## config.mk

```make
export PLATFORM = sky130hd
export DESIGN_NAME = v2cos_div
export DESIGN_NICKNAME = d
export VERILOG_FILES = /design/src/rtl/v2cos_pkg.sv /design/src/rtl/v2cos_div.sv
export SDC_FILE = /design/constraint.sdc
export NUM_CORES = 2
export LEC_CHECK = 0
export BUFFER_PORTS_ARGS = -buffer_cell sky130_fd_sc_hd__buf_2
export CAP_MARGIN = 15
export CORE_ASPECT_RATIO = 0.8
export CORE_UTILIZATION = 58
export DETAILED_ROUTE_END_ITERATION = 7
export MAX_ROUTING_LAYER = met4
export PLACE_DENSITY = 0.77
export SLEW_MARGIN = 20
export SYNTH_ARGS = -nofsm -noshare
export SYNTH_HDL_FRONTEND = slang
export SYNTH_SLANG_ARGS = --single-unit
```

## constraint.sdc

```tcl
create_clock -name aclk -period 3.2 [get_ports aclk]
set_input_delay 0.16 -clock aclk [delete_from_list [all_inputs] [get_ports aclk]]
set_output_delay 0.16 -clock aclk [all_outputs]
set_load 0.02 [all_outputs]
```

## src/rtl/v2cos_pkg.sv

```systemverilog
`default_nettype none
package v2cos_pkg;
    localparam int COMP_WIDTH = 16;
    localparam int FRAC_BITS  = 14;
    localparam int COS_WIDTH  = FRAC_BITS + 2;
    localparam int SQ_WIDTH   = 2 * COMP_WIDTH + 1;
    localparam int DOT_WIDTH  = 2 * COMP_WIDTH + 1;
    localparam int PQ_WIDTH   = 2 * SQ_WIDTH;
    localparam int ROOT_WIDTH = SQ_WIDTH;
    localparam int DIN_WIDTH  = 4 * COMP_WIDTH;
    localparam int DOUT_WIDTH = ((COS_WIDTH + 7) / 8) * 8;

    // Per-item sideband carried alongside the arithmetic.
    typedef struct packed {
        logic zero;
        logic neg;
        logic sat;
    } side_t;
endpackage
`default_nettype wire

```

## src/rtl/v2cos_div.sv

```systemverilog
`default_nettype none
// Pipelined restoring divider: adot * 2^FRAC_BITS / root, one quotient bit
// per stage, with saturation and sign applied at the end.
module v2cos_div (
    input  wire logic                                aclk,
    input  wire logic                                aresetn,
    input  wire logic                                en,
    input  wire logic                                in_valid,
    input  wire logic [v2cos_pkg::ROOT_WIDTH-1:0]    in_root,
    input  wire logic [v2cos_pkg::DOT_WIDTH-1:0]     in_adot,
    input  wire v2cos_pkg::side_t                    in_side,
    output logic                                     out_valid,
    output logic [v2cos_pkg::COS_WIDTH-1:0]          out_cos,
    output logic                                     out_zero
);
    localparam int F  = v2cos_pkg::FRAC_BITS;
    localparam int W  = v2cos_pkg::ROOT_WIDTH + 1;
    localparam int CW = v2cos_pkg::COS_WIDTH;

    logic [F+1:0]                         valid_reg;
    logic [W-1:0]                         div_reg [F+1];
    logic [W-1:0]                         rem_reg [F+1];
    logic [F-1:0]                         quo_reg [F+1];
    v2cos_pkg::side_t                     side_reg [F+1];
    logic [CW-1:0]                        cos_reg;
    logic                                 zero_reg;

    logic [v2cos_pkg::ROOT_WIDTH-1:0] root_fix;
    always_comb begin
        root_fix = (in_root == '0) ? v2cos_pkg::ROOT_WIDTH'(1) : in_root;
    end

    always_ff @(posedge aclk) begin
        if (!aresetn) begin
            valid_reg <= '0;
        end else if (en) begin
            valid_reg <= {valid_reg[F:0], in_valid};
        end
    end

    // The remainder starts at adot, which stays below the divisor unless the
    // item saturates; a saturating item keeps its flag and ignores the quotient.
    always_ff @(posedge aclk) begin
        if (en) begin
            div_reg[0]  <= {1'b0, root_fix};
            rem_reg[0]  <= W'(in_adot);
            quo_reg[0]  <= '0;
            side_reg[0] <= {in_side.zero, in_side.neg,
                            in_side.sat || (W'(in_adot) >= W'(root_fix))};
        end
    end

    for (genvar k = 0; k < F; k++) begin : g_step
        logic [W-1:0] sh;
        assign sh = {rem_reg[k][W-2:0], 1'b0};
        always_ff @(posedge aclk) begin
            if (en) begin
                div_reg[k+1]  <= div_reg[k];
                side_reg[k+1] <= side_reg[k];
                if (sh >= div_reg[k]) begin
                    rem_reg[k+1] <= sh - div_reg[k];
                    quo_reg[k+1] <= {quo_reg[k][F-2:0], 1'b1};
                end else begin
                    rem_reg[k+1] <= sh;
                    quo_reg[k+1] <= {quo_reg[k][F-2:0], 1'b0};
                end
            end
        end
    end

    logic [CW-1:0] mag;
    always_comb begin
        if (side_reg[F].sat) begin
            mag = CW'(1) << F;
        end else begin
            mag = CW'(quo_reg[F]);
        end
    end

    always_ff @(posedge aclk) begin
        if (en) begin
            zero_reg <= side_reg[F].zero;
            if (side_reg[F].zero) begin
                cos_reg <= '0;
            end else if (side_reg[F].neg) begin
                cos_reg <= CW'(0) - mag;
            end else begin
                cos_reg <= mag;
            end
        end
    end

    assign out_valid = valid_reg[F+1];
    assign out_cos   = cos_reg;
    assign out_zero  = zero_reg;
endmodule
`default_nettype wire

```

==> flow_metrics.tcl <==
set metrics [dict create \
    swShare_pct 35.6 \
    fp.coreArea_um2 109000 \
    start_util_pct 58.9 \
    min_from "in_side[2]" \
    hpwl_mm 112 \
    ir_drop_uv 540 \
    wirelength_mm 161 \
    skew_ns 0.0227 \
    internal_power_mw 48.6 \
    drcViolationCount 0 \
    synth_cell_type_count 85 \
    drive_gt1_share_pct 28.2 \
    layout_setup_ws_ns -0.493 \
    ys_ff_latch 1107 \
    period_share_pct 115 \
    dr_total_vias 48700 \
    syn_avg_cell_area_um2 11.0 \
    yosysMostFrequentCell "edfxtp_1" \
    critical_path_peak_fanout 3 \
    path_class "reg -> reg" \
    grt_pass1_vias 49700 \
    fp.dieW_um 374 \
    tightest_slew_ns 1.08 \
    failed_checks "setup timing" \
    dr.pass1.iters 7 \
    min_to "side_reg[0][2]" \
    cp.arrival_ns 4.17 \
    synth_cells 5826 \
    slew_headroom_pct 28.0 \
    dp.cells 8090 \
    die_h_um 300 \
    cap_violations 0 \
    cp.required_ns 3.68 \
    cts-root-buf "clkbuf_16" \
    synth.yosys.seq_area_share_pct 51.5 \
    synth_edf_count 1089 \
    regToRegSetupSlack_ns -0.49 \
    routedWlPerCell_um 18.8 \
    synth_common_cells "edfxtp_1 (1089), inv_1 (618), ha_1 (495)" \
    place_area_um2 73300 \
    dieArea_um2 112000 \
    crit_path_start_kind "flip-flop" \
    r2r_cells 10 \
    syn_nets 6407 \
    p_leak_nw 35.9 \
    hold_depth 2 \
    cts_tree "yes" \
    htree_levels 3 \
    num_rows 108 \
    synthTopCellsByArea "edfxtp_1 (51%), ha_1 (9.6%), inv_1 (3.6%)" \
    syn2layout_area_growth_pct 29.2 \
    min_path_type "in -> reg" \
    synth.largest_area_cell "edfxtp_1" \
    fin_util_pct 76.1 \
    netlist_area_um2 64200 \
    port_buffers 90 \
    reg2reg_to "rem_reg[0][199]" \
    rsz0062_at_grt "true" \
    yosysTopAreaCellShare_pct 50.9 \
    pin_count 91 \
    clkPwrFrac_pct 17.7 \
    fin_crit_ns 3.69 \
    power_frac_comb_pct 52.1 \
    fmax_ghz 0.271 \
    yosysWarnings 0 \
    synth_flop_cell "edfxtp_1" \
    grt_pass1_wl_mm 247 \
    clk_pin_slew_ns 0.06 \
    place_worst_setup_slack_ns -0.969 \
    final_hold_viol_count 0 \
    final_area_um2 83000 \
    clock-sinks 1107 \
    power.density_nw_per_um2 909 \
    p_sw_mw 26.8 \
    status "finished with violations" \
    cp-end-kind "flip-flop" \
    grt_max_degree 166 \
    fillers 6893 \
    grt_util_all_layers_pct 28.4 \
    r2r_start "rem_reg[0][143]" \
    ant_nets 0 \
    power_frac_seq_pct 30.2 \
    gp_routability_congestion 0.983 \
    cts_buffer_depth 3 \
    setup_viol 271 \
    clk_latency_ns 0.75 \
    via_per_inst 5.69 \
    final_cells 8568 \
    synthArstFlopShare_pct 0 \
    numCtsBuffers 112 \
    grt_remaining_overflow 0 \
    finalNetCount 7619 \
    drv_slew 0 \
    antenna_found_initial 0 \
    drtIter0Drc 2813 \
]
## worst max-delay path by stage
stage | startpoint | to | cells past startpoint
after floorplan | rem_reg[0][137] | rem_reg[0][174] | 11
after global placement | in_root[30] | side_reg[0][0] | 17
after detailed placement | in_root[30] | side_reg[0][0] | 17
after CTS | rem_reg[0][137] | rem_reg[0][201] | 13
after global routing | rem_reg[0][141] | rem_reg[0][199] | 11
final | rem_reg[0][143] | rem_reg[0][199] | 10
## worst max-delay path, stage by stage (launching register included)
cell and delay (ns):
edfxtp_1 0.39, ha_1 0.32, a21o_1 0.18, a2111oi_1 0.53, a21oi_1 0.26, a311o_1 0.46
a221oi_2 0.35, o21ai_1 0.17, o41ai_2 0.40, xnor2_1 0.11, mux2_2 0.27
## cell type report
class | instances | area (µm²) | share of cell area, %
Antenna cell | 1 | 2.50 | 0.00302
Clock buffer | 144 | 3030 | 3.65
Clock inverter | 69 | 707 | 0.852
Inverter | 618 | 2330 | 2.81
Multi-Input combinational cell | 3914 | 31000 | 37.4
Sequential cell | 1107 | 33100 | 39.9
Tap cell | 1430 | 1790 | 2.16
Timing Repair Buffer | 1284 | 11000 | 13.3
Timing Repair inverter | 1 | 5.00 | 0.00603
## per-stage QoR
step	setup TNS, ns	hold slack (ns)	power [mW]
4_1_cts	-36.39	0.103	72.1
5_1_grt	-77.42	0.117	79.7
3_3_place_gp	-70.71	0.337	54.6
3_5_place_dp	-86.24	0.343	55.5
2_1_floorplan	-3.60	0.259	43.9
6_report	-48.66	0.148	75.4
## power by group through the flow
stage | clock network (mW) | registers (mW) | logic [mW]
floorplan | 0 | 22.0 | 21.9
global placement | 0 | 22.7 | 31.9
detailed placement | 0 | 22.8 | 32.7
CTS | 13.6 | 22.6 | 36.0
global route | 14.1 | 23.0 | 42.5
finish | 13.4 | 22.8 | 39.3
## cell usage in the layout, fill, tap and decap left out, drive strengths merged, types with 54 or more instances in the layout
cell / instances
a21o: 235
a21oi: 462
buf: 1198
clkbuf: 155
dlygate4sd3: 73
edfxtp: 1089
ha: 495
inv: 626
mux2: 169
nand2: 363
nand2b: 77
nand3: 76
nand4: 77
nor2: 339
nor2b: 112
nor3: 64
o21a: 63
o21ai: 351
o21bai: 54
xnor2: 219
xor2: 139
## logic make-up after synthesis
group	share of synthesized area (%)
xor+xnor	4.88
fa+ha+maj	10.0
flops	51.5
mux	3.78
compound gates	15.1
buf+inv	4.81
simple gates	9.95
## what timing repair did
item,CTS,global route
pin swaps,99,175
hold endpoints to repair,92,0
cloned,22,13
setup buffers,80,104
hold buffers,73,0
endpoints found under the setup margin,398,406
resized for setup,358,491
## metal layers
metal / share of wire (%) / track usage (%)
met5: 0 / -
met4: 7.0 / 16.3
met3: 3.4 / 3.20
met2: 53 / 52.8
met1: 36 / 28.7
Note: power is estimated with default switching activity, not from simulation.
